## config.mk

```make
export PLATFORM = sky130hd
export DESIGN_NAME = top_k_score_cache
export DESIGN_NICKNAME = d
export VERILOG_FILES = /design/src/rtl/core/tkc_pkg.sv /design/src/rtl/core/tkc_ctrl.sv /design/src/rtl/core/tkc_dpath.sv /design/src/rtl/core/top_k_score_cache.sv
export SDC_FILE = /design/constraint.sdc
export NUM_CORES = 1
export LEC_CHECK = 0
export BUFFER_PORTS_ARGS = -buffer_cell sky130_fd_sc_hd__buf_2
export CAP_MARGIN = 0
export CORE_UTILIZATION = 37
export CTS_CLUSTER_DIAMETER = 60
export DETAILED_ROUTE_END_ITERATION = 10
export SKIP_LAST_GASP = 1
export SLEW_MARGIN = 0
export SYNTH_ARGS = -nofsm -noshare
export SYNTH_HDL_FRONTEND = slang
export SYNTH_SLANG_ARGS = --single-unit
```

## constraint.sdc

```tcl
create_clock -name aclk -period 6.93 [get_ports aclk]
set_input_delay 0.693 -clock aclk [delete_from_list [all_inputs] [get_ports aclk]]
set_output_delay 0.693 -clock aclk [all_outputs]
set_load 0.03 [all_outputs]
```

## src/rtl/core/tkc_pkg.sv

```systemverilog
// shared types and codes for the top-k score cache
package tkc_pkg;

    localparam int SCORE_W   = 32;
    localparam int IO_ID_W   = 16;
    localparam int SIZE_W    = 5;
    localparam int FILL_W    = 5;

    localparam logic FUNC_OFFER = 1'b0;
    localparam logic FUNC_CLEAR = 1'b1;

    typedef struct packed {
        logic                       func;
        logic [IO_ID_W-1:0]         entry_id;
        logic signed [SCORE_W-1:0]  entry_score;
    } item_t;

    typedef struct packed {
        logic [IO_ID_W-1:0]         best_id;
        logic signed [SCORE_W-1:0]  best_score;
        logic [FILL_W-1:0]          fill_count;
        logic                       kept;
    } result_t;

    typedef enum logic [2:0] {
        ST_IDLE,
        ST_DECIDE,
        ST_MIN,
        ST_UP_CMP,
        ST_DOWN_CMP,
        ST_WRITE,
        ST_OUT
    } ctl_state_t;

    typedef enum logic [3:0] {
        DP_NOP,
        DP_LOAD,
        DP_CLEAR,
        DP_SET_ROOT,
        DP_APPEND,
        DP_REPLACE_ROOT,
        DP_READ_MIN,
        DP_START_DOWN,
        DP_UP_MOVE,
        DP_DOWN_MOVE,
        DP_WRITE_CARRY,
        DP_EMIT
    } dp_op_t;

    typedef struct packed {
        dp_op_t op;
        logic   cfg_open;
    } dp_cmd_t;

    typedef struct packed {
        logic is_clear;
        logic can_append;
        logic at_root;
        logic first_leaf;
        logic size_one;
        logic down_none;
        logic beats_max;
        logic below_min;
        logic parent_greater;
        logic up_more;
        logic child_stop;
        logic down_more;
        logic out_busy;
    } dp_status_t;

endpackage

```

## src/rtl/core/tkc_ctrl.sv

```systemverilog
// sequencer for the top-k score cache: decides each step of an offer or clear
module tkc_ctrl (
    input  logic                  aclk,
    input  logic                  aresetn,
    input  logic                  s_valid,
    output logic                  s_ready,
    input  tkc_pkg::dp_status_t   status,
    output tkc_pkg::dp_cmd_t      cmd
);
    import tkc_pkg::*;

    ctl_state_t state_reg, state_next;

    always_ff @(posedge aclk) begin
        if (!aresetn) begin
            state_reg <= ST_IDLE;
        end else begin
            state_reg <= state_next;
        end
    end

    always_comb begin
        state_next   = state_reg;
        cmd.op       = DP_NOP;
        cmd.cfg_open = 1'b0;
        s_ready      = 1'b0;
        case (state_reg)
            ST_IDLE: begin
                s_ready      = 1'b1;
                // no size write in the cycle an item is taken
                cmd.cfg_open = !s_valid;
                if (s_valid) begin
                    cmd.op     = DP_LOAD;
                    state_next = ST_DECIDE;
                end
            end
            ST_DECIDE: begin
                if (status.is_clear) begin
                    cmd.op     = DP_CLEAR;
                    state_next = ST_OUT;
                end else if (status.can_append) begin
                    if (status.at_root) begin
                        cmd.op     = DP_SET_ROOT;
                        state_next = ST_OUT;
                    end else begin
                        cmd.op     = DP_APPEND;
                        // slot 1 has no parent in the heap
                        state_next = status.first_leaf ? ST_WRITE : ST_UP_CMP;
                    end
                end else if (status.size_one) begin
                    cmd.op     = status.beats_max ? DP_REPLACE_ROOT : DP_NOP;
                    state_next = ST_OUT;
                end else begin
                    cmd.op     = DP_READ_MIN;
                    state_next = ST_MIN;
                end
            end
            ST_MIN: begin
                if (status.below_min) begin
                    state_next = ST_OUT;
                end else begin
                    cmd.op     = DP_START_DOWN;
                    state_next = status.down_none ? ST_WRITE : ST_DOWN_CMP;
                end
            end
            ST_UP_CMP: begin
                if (status.parent_greater) begin
                    cmd.op     = DP_UP_MOVE;
                    state_next = status.up_more ? ST_UP_CMP : ST_WRITE;
                end else begin
                    cmd.op     = DP_WRITE_CARRY;
                    state_next = ST_OUT;
                end
            end
            ST_DOWN_CMP: begin
                if (status.child_stop) begin
                    cmd.op     = DP_WRITE_CARRY;
                    state_next = ST_OUT;
                end else begin
                    cmd.op     = DP_DOWN_MOVE;
                    state_next = status.down_more ? ST_DOWN_CMP : ST_WRITE;
                end
            end
            ST_WRITE: begin
                cmd.op     = DP_WRITE_CARRY;
                state_next = ST_OUT;
            end
            ST_OUT: begin
                if (!status.out_busy) begin
                    cmd.op     = DP_EMIT;
                    state_next = ST_IDLE;
                end
            end
            default: begin
                state_next = ST_IDLE;
            end
        endcase
    end

endmodule

```

## src/rtl/core/tkc_dpath.sv

```systemverilog
// datapath of the top-k score cache: slot memory, root registers, sift walk
module tkc_dpath #(
    parameter int CAPACITY = 16,
    parameter int ID_WIDTH = 16
) (
    input  logic                          aclk,
    input  logic                          aresetn,
    input  tkc_pkg::item_t                s_data,
    input  logic                          cfg_valid,
    input  logic [tkc_pkg::SIZE_W-1:0]    cfg_data,
    input  logic                          m_ready,
    output logic                          m_valid,
    output tkc_pkg::result_t              m_data,
    input  tkc_pkg::dp_cmd_t              cmd,
    output tkc_pkg::dp_status_t           status
);
    import tkc_pkg::*;

    localparam int SID_W = (ID_WIDTH < IO_ID_W) ? ID_WIDTH : IO_ID_W;
    localparam int FW    = $clog2(CAPACITY + 1);
    localparam int AW    = (CAPACITY > 1) ? $clog2(CAPACITY) : 1;
    localparam int KW    = AW + 1;

    function automatic logic [FW-1:0] clamp_size(input logic [SIZE_W-1:0] sz);
        logic [FW-1:0] r;
        if (sz == '0) begin
            r = FW'(1);
        end else if (int'(sz) > CAPACITY) begin
            r = FW'(CAPACITY);
        end else begin
            r = FW'(sz);
        end
        return r;
    endfunction

    // heap slots 1 and up
    logic [SID_W-1:0]          mem_id    [CAPACITY];
    logic signed [SCORE_W-1:0] mem_score [CAPACITY];

    logic [SIZE_W-1:0]         cache_size_reg;
    logic [FW-1:0]             filled_reg, filled_next;
    logic [SID_W-1:0]          root_id_reg, root_id_next;
    logic signed [SCORE_W-1:0] root_score_reg, root_score_next;
    logic                      in_func_reg, in_func_next;
    logic [SID_W-1:0]          in_id_reg, in_id_next;
    logic signed [SCORE_W-1:0] in_score_reg, in_score_next;
    logic [SID_W-1:0]          carry_id_reg, carry_id_next;
    logic signed [SCORE_W-1:0] carry_score_reg, carry_score_next;
    logic [AW-1:0]             j_reg, j_next;
    logic [KW-1:0]             k_reg, k_next;
    logic                      kept_reg, kept_next;
    logic [SID_W-1:0]          rd_a_id_reg, rd_b_id_reg;
    logic signed [SCORE_W-1:0] rd_a_score_reg, rd_b_score_reg;
    logic                      out_valid_reg, out_valid_next;
    result_t                   out_reg, out_next;

    logic [FW-1:0]             n_eff, n_cfg;
    logic                      cfg_fire;
    logic [AW-1:0]             raddr_a, raddr_b;
    logic                      mem_we;
    logic [SID_W-1:0]          wr_id;
    logic signed [SCORE_W-1:0] wr_score;
    logic                      beats_max;
    logic [KW-1:0]             k_plus1, c_idx, c2;
    logic                      pick_b;
    logic [SID_W-1:0]          child_id;
    logic signed [SCORE_W-1:0] child_score;

    assign n_eff    = clamp_size(cache_size_reg);
    assign n_cfg    = clamp_size(cfg_data);
    assign cfg_fire = cfg_valid && cmd.cfg_open;

    assign beats_max   = in_score_reg > root_score_reg;
    assign k_plus1     = k_reg + KW'(1);
    assign pick_b      = (k_plus1 < KW'(n_eff)) && (rd_b_score_reg < rd_a_score_reg);
    assign c_idx       = pick_b ? k_plus1 : k_reg;
    assign c2          = {c_idx[KW-2:0], 1'b0};
    assign child_id    = pick_b ? rd_b_id_reg : rd_a_id_reg;
    assign child_score = pick_b ? rd_b_score_reg : rd_a_score_reg;

    always_comb begin
        status.is_clear       = (in_func_reg == FUNC_CLEAR);
        status.can_append     = filled_reg < n_eff;
        status.at_root        = filled_reg == '0;
        status.first_leaf     = filled_reg == FW'(1);
        status.size_one       = n_eff == FW'(1);
        status.down_none      = n_eff <= FW'(2);
        status.beats_max      = beats_max;
        status.below_min      = in_score_reg < rd_a_score_reg;
        status.parent_greater = rd_a_score_reg > carry_score_reg;
        status.up_more        = (k_reg >> 1) != '0;
        status.child_stop     = carry_score_reg <= child_score;
        status.down_more      = c2 < KW'(n_eff);
        status.out_busy       = out_valid_reg && !m_ready;
    end

    always_comb begin
        filled_next      = filled_reg;
        root_id_next     = root_id_reg;
        root_score_next  = root_score_reg;
        in_func_next     = in_func_reg;
        in_id_next       = in_id_reg;
        in_score_next    = in_score_reg;
        carry_id_next    = carry_id_reg;
        carry_score_next = carry_score_reg;
        j_next           = j_reg;
        k_next           = k_reg;
        kept_next        = kept_reg;
        out_next         = out_reg;
        out_valid_next   = out_valid_reg && !m_ready;
        raddr_a          = '0;
        raddr_b          = '0;
        mem_we           = 1'b0;
        wr_id            = carry_id_reg;
        wr_score         = carry_score_reg;
        case (cmd.op)
            DP_LOAD: begin
                in_func_next  = s_data.func;
                in_id_next    = s_data.entry_id[SID_W-1:0];
                in_score_next = s_data.entry_score;
                kept_next     = 1'b0;
            end
            DP_CLEAR: begin
                filled_next = '0;
            end
            DP_SET_ROOT: begin
                root_id_next    = in_id_reg;
                root_score_next = in_score_reg;
                filled_next     = filled_reg + FW'(1);
                kept_next       = 1'b1;
            end
            DP_APPEND: begin
                // a new maximum takes the root and the old root is sifted instead
                if (beats_max) begin
                    carry_id_next    = root_id_reg;
                    carry_score_next = root_score_reg;
                    root_id_next     = in_id_reg;
                    root_score_next  = in_score_reg;
                end else begin
                    carry_id_next    = in_id_reg;
                    carry_score_next = in_score_reg;
                end
                j_next      = AW'(filled_reg);
                k_next      = KW'(filled_reg >> 1);
                raddr_a     = AW'(filled_reg >> 1);
                filled_next = filled_reg + FW'(1);
                kept_next   = 1'b1;
            end
            DP_REPLACE_ROOT: begin
                root_id_next    = in_id_reg;
                root_score_next = in_score_reg;
                kept_next       = 1'b1;
            end
            DP_READ_MIN: begin
                raddr_a = AW'(1);
            end
            DP_START_DOWN: begin
                if (beats_max) begin
                    carry_id_next    = root_id_reg;
                    carry_score_next = root_score_reg;
                    root_id_next     = in_id_reg;
                    root_score_next  = in_score_reg;
                end else begin
                    carry_id_next    = in_id_reg;
                    carry_score_next = in_score_reg;
                end
                j_next    = AW'(1);
                k_next    = KW'(2);
                raddr_a   = AW'(2);
                raddr_b   = AW'(3);
                kept_next = 1'b1;
            end
            DP_UP_MOVE: begin
                mem_we   = 1'b1;
                wr_id    = rd_a_id_reg;
                wr_score = rd_a_score_reg;
                j_next   = AW'(k_reg);
                k_next   = k_reg >> 1;
                raddr_a  = AW'(k_reg >> 1);
            end
            DP_DOWN_MOVE: begin
                mem_we   = 1'b1;
                wr_id    = child_id;
                wr_score = child_score;
                j_next   = AW'(c_idx);
                k_next   = c2;
                raddr_a  = AW'(c2);
                raddr_b  = AW'(c2 + KW'(1));
            end
            DP_WRITE_CARRY: begin
                mem_we = 1'b1;
            end
            DP_EMIT: begin
                out_valid_next      = 1'b1;
                out_next.best_id    = (filled_reg == '0) ? '0 : IO_ID_W'(root_id_reg);
                out_next.best_score = (filled_reg == '0) ? '0 : root_score_reg;
                out_next.fill_count = FILL_W'(filled_reg);
                out_next.kept       = kept_reg;
            end
            default: begin
            end
        endcase
        // a smaller size cuts the fill count back
        if (cfg_fire && (filled_next > n_cfg)) begin
            filled_next = n_cfg;
        end
    end

    always_ff @(posedge aclk) begin
        if (!aresetn) begin
            cache_size_reg <= SIZE_W'(16);
            filled_reg     <= '0;
            out_valid_reg  <= 1'b0;
        end else begin
            if (cfg_fire) begin
                cache_size_reg <= cfg_data;
            end
            filled_reg    <= filled_next;
            out_valid_reg <= out_valid_next;
        end
    end

    always_ff @(posedge aclk) begin
        root_id_reg     <= root_id_next;
        root_score_reg  <= root_score_next;
        in_func_reg     <= in_func_next;
        in_id_reg       <= in_id_next;
        in_score_reg    <= in_score_next;
        carry_id_reg    <= carry_id_next;
        carry_score_reg <= carry_score_next;
        j_reg           <= j_next;
        k_reg           <= k_next;
        kept_reg        <= kept_next;
        out_reg         <= out_next;
    end

    always_ff @(posedge aclk) begin
        if (mem_we) begin
            mem_id[j_reg]    <= wr_id;
            mem_score[j_reg] <= wr_score;
        end
        rd_a_id_reg    <= mem_id[raddr_a];
        rd_a_score_reg <= mem_score[raddr_a];
        rd_b_id_reg    <= mem_id[raddr_b];
        rd_b_score_reg <= mem_score[raddr_b];
    end

    assign m_valid = out_valid_reg;
    assign m_data  = out_reg;

    a_fill_within_size: assert property (@(posedge aclk) disable iff (!aresetn)
        filled_reg <= n_eff)
        else $error("fill count above effective size");

    a_down_moves_deeper: assert property (@(posedge aclk) disable iff (!aresetn)
        (cmd.op == DP_DOWN_MOVE) |-> (KW'(j_reg) < c_idx))
        else $error("sift down does not move to a child");

    a_emit_when_free: assert property (@(posedge aclk) disable iff (!aresetn)
        (cmd.op == DP_EMIT) |-> !(out_valid_reg && !m_ready))
        else $error("result overwritten before taken");

endmodule

```

## src/rtl/core/top_k_score_cache.sv

```systemverilog
// top level of the top-k score cache
// Keeps the best scoring (id, score) pairs, up to cache_size entries (clamped to 1..CAPACITY).
// Input channel s_valid/s_ready/s_data: func 0 offers an entry, func 1 clears.
// Result channel m_valid/m_ready/m_data: one result per item with the best
// entry, the fill count and whether the offered entry was kept.
// Config channel cfg_valid/cfg_ready/cfg_data writes cache_size; it is open
// only while no item is in progress, and a smaller size trims the fill count.
// From accept to m_valid a clear or a root update passes ST_DECIDE and
// ST_OUT; other offers also pass ST_MIN, ST_WRITE or the sift walk, one
// heap level per cycle through the slot memory (two read ports, one
// write port). One item is worked on at a time; the next is accepted in the
// cycle after the result register is loaded.
// After reset the cache is empty, cache_size is 16 and no result is pending.
// If the receiver stalls, the result holds in the output register; a further
// item is still accepted and worked, then waits until the register frees.
module top_k_score_cache #(
    parameter int CAPACITY = 16,
    parameter int ID_WIDTH = 16
) (
    input  logic                          aclk,
    input  logic                          aresetn,
    input  logic                          s_valid,
    output logic                          s_ready,
    input  tkc_pkg::item_t                s_data,
    output logic                          m_valid,
    input  logic                          m_ready,
    output tkc_pkg::result_t              m_data,
    input  logic                          cfg_valid,
    output logic                          cfg_ready,
    input  logic [tkc_pkg::SIZE_W-1:0]    cfg_data
);
    import tkc_pkg::*;

    dp_cmd_t    cmd;
    dp_status_t status;

    tkc_ctrl u_ctrl (
        .aclk    (aclk),
        .aresetn (aresetn),
        .s_valid (s_valid),
        .s_ready (s_ready),
        .status  (status),
        .cmd     (cmd)
    );

    tkc_dpath #(
        .CAPACITY (CAPACITY),
        .ID_WIDTH (ID_WIDTH)
    ) u_dpath (
        .aclk      (aclk),
        .aresetn   (aresetn),
        .s_data    (s_data),
        .cfg_valid (cfg_valid),
        .cfg_data  (cfg_data),
        .m_ready   (m_ready),
        .m_valid   (m_valid),
        .m_data    (m_data),
        .cmd       (cmd),
        .status    (status)
    );

    assign cfg_ready = cmd.cfg_open;

endmodule

```

==> flow_metrics.env, run 1 <==
export IMPL_clock_fmax_mhz=149.8
export IMPL_drtIter0Drc=2649
export IMPL_crit_family="compound AO/OA/AOI/OAI gates"
export IMPL_h_tree_depth=3
export IMPL_syn_nets=3182
export IMPL_synth_area_leaders="edfxtp_1 58%, ha_1 6.1%, nand2_1 4.5%"
export IMPL_async_reset_ff_share_pct=0
export IMPL_finalMaxSlewViolations=0
export IMPL_via_per_inst=5.673
export IMPL_synth_edf_count=705
export IMPL_synth_seq_cells=783
export IMPL_fin_skew_ns=0.02582
export IMPL_regMostFlops="u_dpath.mem_score"
export IMPL_remaining_drc_errors=0
export IMPL_finalSetupViolCount=0
export IMPL_grt_pass1_vias=24890
export IMPL_status="completed"
export IMPL_hp_class="primary input to flip-flop"
export IMPL_clkTransAtPathRegs_ns=0.06
export IMPL_die_x_um=316.9
export IMPL_place_ws_ns=-0.3531
export IMPL_crit_path_start="u_dpath.rd_a_score_reg[13]"
export IMPL_synthFlopType="edfxtp_1"
export IMPL_core_area_mm2=0.09828
export IMPL_worstPathRequired_ns=7.40
export IMPL_track_usage_pct=20.58
export IMPL_cp_end_kind="flip-flop"
export IMPL_irDropWorstVdd_mv=0.5489
export IMPL_whs_path_depth=1
export IMPL_die_area_mm2=0.1005
export IMPL_power_density_mw_per_mm2=579.6
export IMPL_antenna_found_initial=3
export IMPL_rsz0062_at_grt="false"
export IMPL_largest_register_ffs=512
export IMPL_critPathBufInv=7
export IMPL_synthCells=2944
export IMPL_worst_ep_arrival_time_ns=7.14
export IMPL_cpPeakStageDelay_ns=0.40
export IMPL_vias=25660
export IMPL_die_h_um=316.9
export IMPL_syn_cell_area_mm2=0.03670
export IMPL_drive_above_1_share_pct=17.40
export IMPL_p_leak_uw=0.01647
export IMPL_synth_avg_cell_area_um2=12.47
export IMPL_grt_pass1_wl_um=155600
export IMPL_worstMarginPinSlew_ns=0.8622
export IMPL_period_share_pct=96.30
export IMPL_ys_warn_count=0
export IMPL_setup_ws_ns=0.2566
export IMPL_cts_buffers=81
export IMPL_period_minus_slack_ns=6.673
export IMPL_cts_root_buf="clkbuf_16"
export IMPL_synth_top_cell_area_share_pct=57.69
export IMPL_critical_path_class="flip-flop to flip-flop"
export IMPL_r2r_slack_ns=0.26
export IMPL_num_rows=115
export IMPL_clock_latency_ns=0.65
export IMPL_drt_pass1_iter_count=5
export IMPL_finalPower_uw=25310
export IMPL_cts_sinks=783
export IMPL_final_net_count=3408
export IMPL_r2r_end="u_dpath.rd_a_score_reg[7]"
export IMPL_syn_to_final_growth_pct=18.99
export IMPL_worst_path_max_fanout=39
export IMPL_ioPinCount=116
export IMPL_hold_violations=0
export IMPL_grt_overflow=0
export IMPL_grt_max_degree=131
export IMPL_yosysUniqueCellTypes=77
export IMPL_tritoncts="done"
export IMPL_maxCapViolations=0
export IMPL_slew_headroom_pct=41.99
export IMPL_synth_top_area_cell="edfxtp_1"
export IMPL_hpwl_um=67180
export IMPL_initial_core_util_pct=37.34
export IMPL_routed_wl_um=104800
export IMPL_wl_per_cell_um=23.16
export IMPL_postCtsHoldBufs=0
export IMPL_hold_start="s_data[16]"
export IMPL_numPortBuffers=115
export IMPL_place_congestion=0.9015
export IMPL_postRouteAntennaNets=0
export IMPL_start_kind="flip-flop"
export IMPL_r2r_start="u_dpath.rd_a_score_reg[13]"
export IMPL_clk_path_buf_depth=3
export IMPL_yosysSeqAreaShare_pct=61.94
export IMPL_cpMaxStageDelayCell="mux2_2"
export IMPL_setup_tns_ns=0
export IMPL_holdPathEnd="u_dpath.in_score_reg[16]"
export IMPL_r2r_cells=30
-- worst max-delay path by stage --
stage | cells past startpoint | slack, ns | endpoint
2_1_floorplan | 23 | 0.11 | u_dpath.mem_score[9][0]
3_3_place_gp | 31 | -0.20 | u_dpath.filled_reg[2]
3_5_place_dp | 31 | -0.35 | u_dpath.filled_reg[2]
4_1_cts | 34 | 0.01 | u_dpath.filled_reg[3]
5_1_grt | 28 | 0.002 | u_dpath.rd_a_score_reg[11]
6_report | 30 | 0.26 | u_dpath.rd_a_score_reg[7]
-- through the flow --
step	cell area [µm²]	utilization, %	hold WS [ns]	cells
floorplan	36720	-	0.4003	2944
global placement	40860	41.58	0.4011	4372
detailed placement	40860	41.58	0.4062	4372
CTS	43600	44.37	0.2020	4521
global route	43670	44.43	0.2085	4522
finish	43670	44.43	0.2358	4523
-- cells by family after synthesis --
group	synth area share [%]
adder cells (fa/ha/maj)	6.103
flip-flops	61.94
XOR/XNOR	0.2148
multiplexers	3.682
AO/OA/AOI/OAI	14.00
AND/OR/NAND/NOR	10.86
buffers and inverters	3.198
-- repair_timing --
action                     4_1_cts  5_1_grt
resized for setup                6       15
setup endpoints to repair       31       37
buffers inserted                 1        1
pin swaps                        2        8
gates cloned                     0        0
-- cell type report --
class                   instances  area, µm²
diodes                          1      2.502
clock buffers                 116       2298
clock inverters                32      406.6
fillers                      8832      54610
inverters                     118      445.4
multi-input cells            1869      13110
flip-flops and latches        783      22730
well taps                    1287       1610
repair buffers                317       3063
-- Yosys cell counts, drive strengths merged (33+ instances only) --
| library cell | n |
|---|---|
| ha | 179 |
| a221o | 98 |
| mux2 | 64 |
| mux2i | 63 |
| o21ai | 36 |
| edfxtp | 705 |
| and2 | 118 |
| nand2 | 445 |
| and3 | 34 |
| buf | 61 |
| clkbuf | 113 |
| nor2 | 146 |
| a211oi | 102 |
| a21oi | 138 |
| dfxtp | 78 |
| a31oi | 66 |
| a21o | 57 |
| inv | 116 |
| nand4 | 33 |
| a221oi | 37 |
| a311oi | 34 |
-- per-layer routing --
metal | vias up | wire length [µm] | track usage (%)
met4 | 0 | 2781 | 6.512
met5 | - | 0 | 0
met3 | 181 | 8062 | 3.261
met1 | 12630 | 45700 | 28.35
li1 | 11720 | - | -
met2 | 1127 | 48220 | 33.18
-- cell usage in the layout, fill, tap and decap left out, drive strengths merged, types with 34 or more instances in the layout --
master and count:
inv 123, dfxtp 78, a31oi 66, and2 118
buf 317, a221oi 37, edfxtp 705, and3 34
nand2 445, clkbuf 116, a21oi 138, mux2 64
a311oi 34, a211oi 102, o21ai 36, ha 179
mux2i 63, a21o 57, a221o 98, nor2 146
-- power breakdown --
group,internal (µW),switching (µW)
registers,7110,610
logic,5190,7950
clock network,2620,1830
Note: power is estimated with default switching activity, not from simulation.
==> run 2: changes to the inputs <==
--- a/config.mk
+++ b/config.mk
@@ -10,6 +10,7 @@
 export CORE_UTILIZATION = 37
 export CTS_CLUSTER_DIAMETER = 60
 export DETAILED_ROUTE_END_ITERATION = 10
+export PLACE_DENSITY = 0.57
 export SKIP_LAST_GASP = 1
 export SLEW_MARGIN = 0
 export SYNTH_ARGS = -nofsm -noshare
==> run 2 against run 1 <==
Sequential power about the same. Routed wire length is 1.9% higher. Largest cell class unchanged. Via count decreased by 0.88%. Critical endpoint is now u_dpath.rd_a_score_reg[26]. Sequential share of layout area rose by 0.84 points. Die area unchanged. Critical path type unchanged. Combinational power is 5% lower. Worst setup slack better by 0.012 ns. Largest power group unchanged. Power decreased by 2.2%. Clock-buffer cell count is 4 lower.
==> flow_metrics.env, run 2 (synthesized netlist as in run 1, its figures left out) <==
export IMPL_fin_skew_ns=0.02213
export IMPL_layout_commonest_cell="edfxtp_1"
export IMPL_finalMaxSlewViolations=0
export IMPL_postCtsHoldBufs=0
export IMPL_h_tree_depth=3
export IMPL_wl_per_cell_um=23.96
export IMPL_grt_overflow=0
export IMPL_grt_use_met1_pct=29.38
export IMPL_antenna_found_initial=0
export IMPL_setup_ws_ns=0.2684
export IMPL_worst_ep_arrival_time_ns=7.16
export IMPL_r2r_cells=32
export IMPL_fin_util_pct=43.74
export IMPL_clk_path_buf_depth=3
export IMPL_die_x_um=316.9
export IMPL_r2r_start="u_dpath.rd_a_score_reg[13]"
export IMPL_hold_violations=0
export IMPL_postPlaceCellArea_mm2=0.03994
export IMPL_routed_wl_um=106800
export IMPL_numPortBuffers=115
export IMPL_period_minus_slack_ns=6.662
export IMPL_critical_path_class="flip-flop to flip-flop"
export IMPL_status="completed"
export IMPL_core_area_mm2=0.09828
export IMPL_worstPathRequired_ns=7.42
export IMPL_critPathMostFrequentCell="buf_4"
export IMPL_via_per_inst=5.708
export IMPL_syn_to_final_growth_pct=17.13
export IMPL_hpwl_um=65360
export IMPL_hold_start="s_data[28]"
export IMPL_die_h_um=316.9
export IMPL_grt_max_degree=129
export IMPL_cts_buffers=82
export IMPL_grt_pass1_vias=24690
export IMPL_largest_register_ffs=512
export IMPL_num_rows=115
export IMPL_worst_path_max_fanout=55
export IMPL_crit_path_start="u_dpath.rd_a_score_reg[13]"
export IMPL_final_cells=4455
export IMPL_maxCapViolations=0
export IMPL_drt_pass1_iter_count=8
export IMPL_initial_core_util_pct=37.34
export IMPL_cpMaxStageDelayCell="a221o_1"
export IMPL_vias=25430
export IMPL_place_ws_ns=-0.3848
export IMPL_period_share_pct=96.13
export IMPL_drtIter0Drc=2740
export IMPL_cts_root_buf="clkbuf_16"
export IMPL_regMostFlops="u_dpath.mem_score"
export IMPL_cpPeakStageDelay_ns=0.40
export IMPL_slew_headroom_pct=29.36
export IMPL_p_leak_uw=0.01606
export IMPL_clock_fmax_mhz=150.1
export IMPL_final_net_count=3336
export IMPL_ioPinCount=116
export IMPL_grt_pass1_wl_um=157000
export IMPL_r2r_slack_ns=0.27
export IMPL_final_area_mm2=0.04299
export IMPL_tritoncts="done"
export IMPL_worstMarginPinSlew_ns=1.050
export IMPL_hp_class="primary input to flip-flop"
export IMPL_dp_cells=4291
export IMPL_drive_above_1_share_pct=15.92
export IMPL_irDropWorstVdd_mv=0.5036
export IMPL_start_kind="flip-flop"
export IMPL_grt_busiest_layer="met2"
export IMPL_endpoint="u_dpath.rd_a_score_reg[26]"
export IMPL_power_density_mw_per_mm2=575.8
export IMPL_die_area_mm2=0.1005
export IMPL_clkTransAtPathRegs_ns=0.06
export IMPL_place_congestion=0.8615
export IMPL_remaining_drc_errors=0
export IMPL_finalSetupViolCount=0
export IMPL_cts_sinks=783
export IMPL_grt_met2_usage_pct=33.57
export IMPL_grtUsageMet3_pct=3.098
export IMPL_postRouteAntennaNets=0
export IMPL_track_usage_pct=20.86
export IMPL_layout_common_cells="705 x edfxtp_1, 442 x nand2_1, 177 x ha_1"
export IMPL_cp_end_kind="flip-flop"
export IMPL_r2r_end="u_dpath.rd_a_score_reg[26]"
export IMPL_clock_latency_ns=0.65
## run 2: worst min path at each step
stage | end | slack (ns) | depth (start not counted)
2_1_floorplan | u_dpath.m_data[0] | 0.40 | 0
3_3_place_gp | u_dpath.root_id_reg[1] | 0.40 | 0
3_5_place_dp | u_dpath.root_id_reg[3] | 0.41 | 0
4_1_cts | u_dpath.in_score_reg[16] | 0.19 | 1
5_1_grt | u_dpath.in_score_reg[28] | 0.20 | 1
6_report | u_dpath.in_score_reg[28] | 0.22 | 1
## run 2: worst max-delay path, delay by kind of cell, from the launching register on
| kind | cells | cell delay [ns] |
|---|---|---|
| adder cells (fa/ha/maj) | 2 | 0.61 |
| AO/OA/AOI/OAI | 12 | 2.17 |
| multiplexers | 3 | 0.72 |
| AND/OR/NAND/NOR | 6 | 0.92 |
| flip-flops | 1 | 0.36 |
| buffers and inverters | 9 | 1.63 |
## run 2: layout make-up
class	count	area [µm²]
tap	1287	1610
timing repair buffer	243	2251
multi-input combinational	1869	13140
inverter	118	445.4
fill	8951	55290
sequential	783	22740
clock inverter	40	500.5
clock buffer	112	2287
antenna	2	5.005
timing repair inverter	1	7.507
## run 2: repair_timing
item	CTS	global route
setup endpoints to repair	161	520
pin swaps	3	12
gates cloned	0	4
endpoints found under the hold margin	0	0
buffers inserted	3	3
gates resized for setup	5	28
## run 2: routing by layer
| layer | vias up | share of wire, % |
|---|---|---|
| met5 | - | 0 |
| met4 | 0 | 2.3 |
| met3 | 163 | 7.3 |
| met2 | 996 | 46 |
| met1 | 12680 | 44 |
| li1 | 11590 | - |
## run 2: per-stage QoR
stage	hold slack (ns)	TNS, ns	total power (µW)
after global routing	0.2038	-0.3126	26110
after CTS	0.1881	0	24410
after floorplan	0.4003	0	15270
after global placement	0.4008	-2.724	19700
after detailed placement	0.4059	-6.540	19740
final	0.2192	0	24750
## run 2: power by group
part           total, µW  switching, µW  internal, µW
combinational      12500           7900          4550
sequential          7750            616          7130
clock               4550           1880          2670
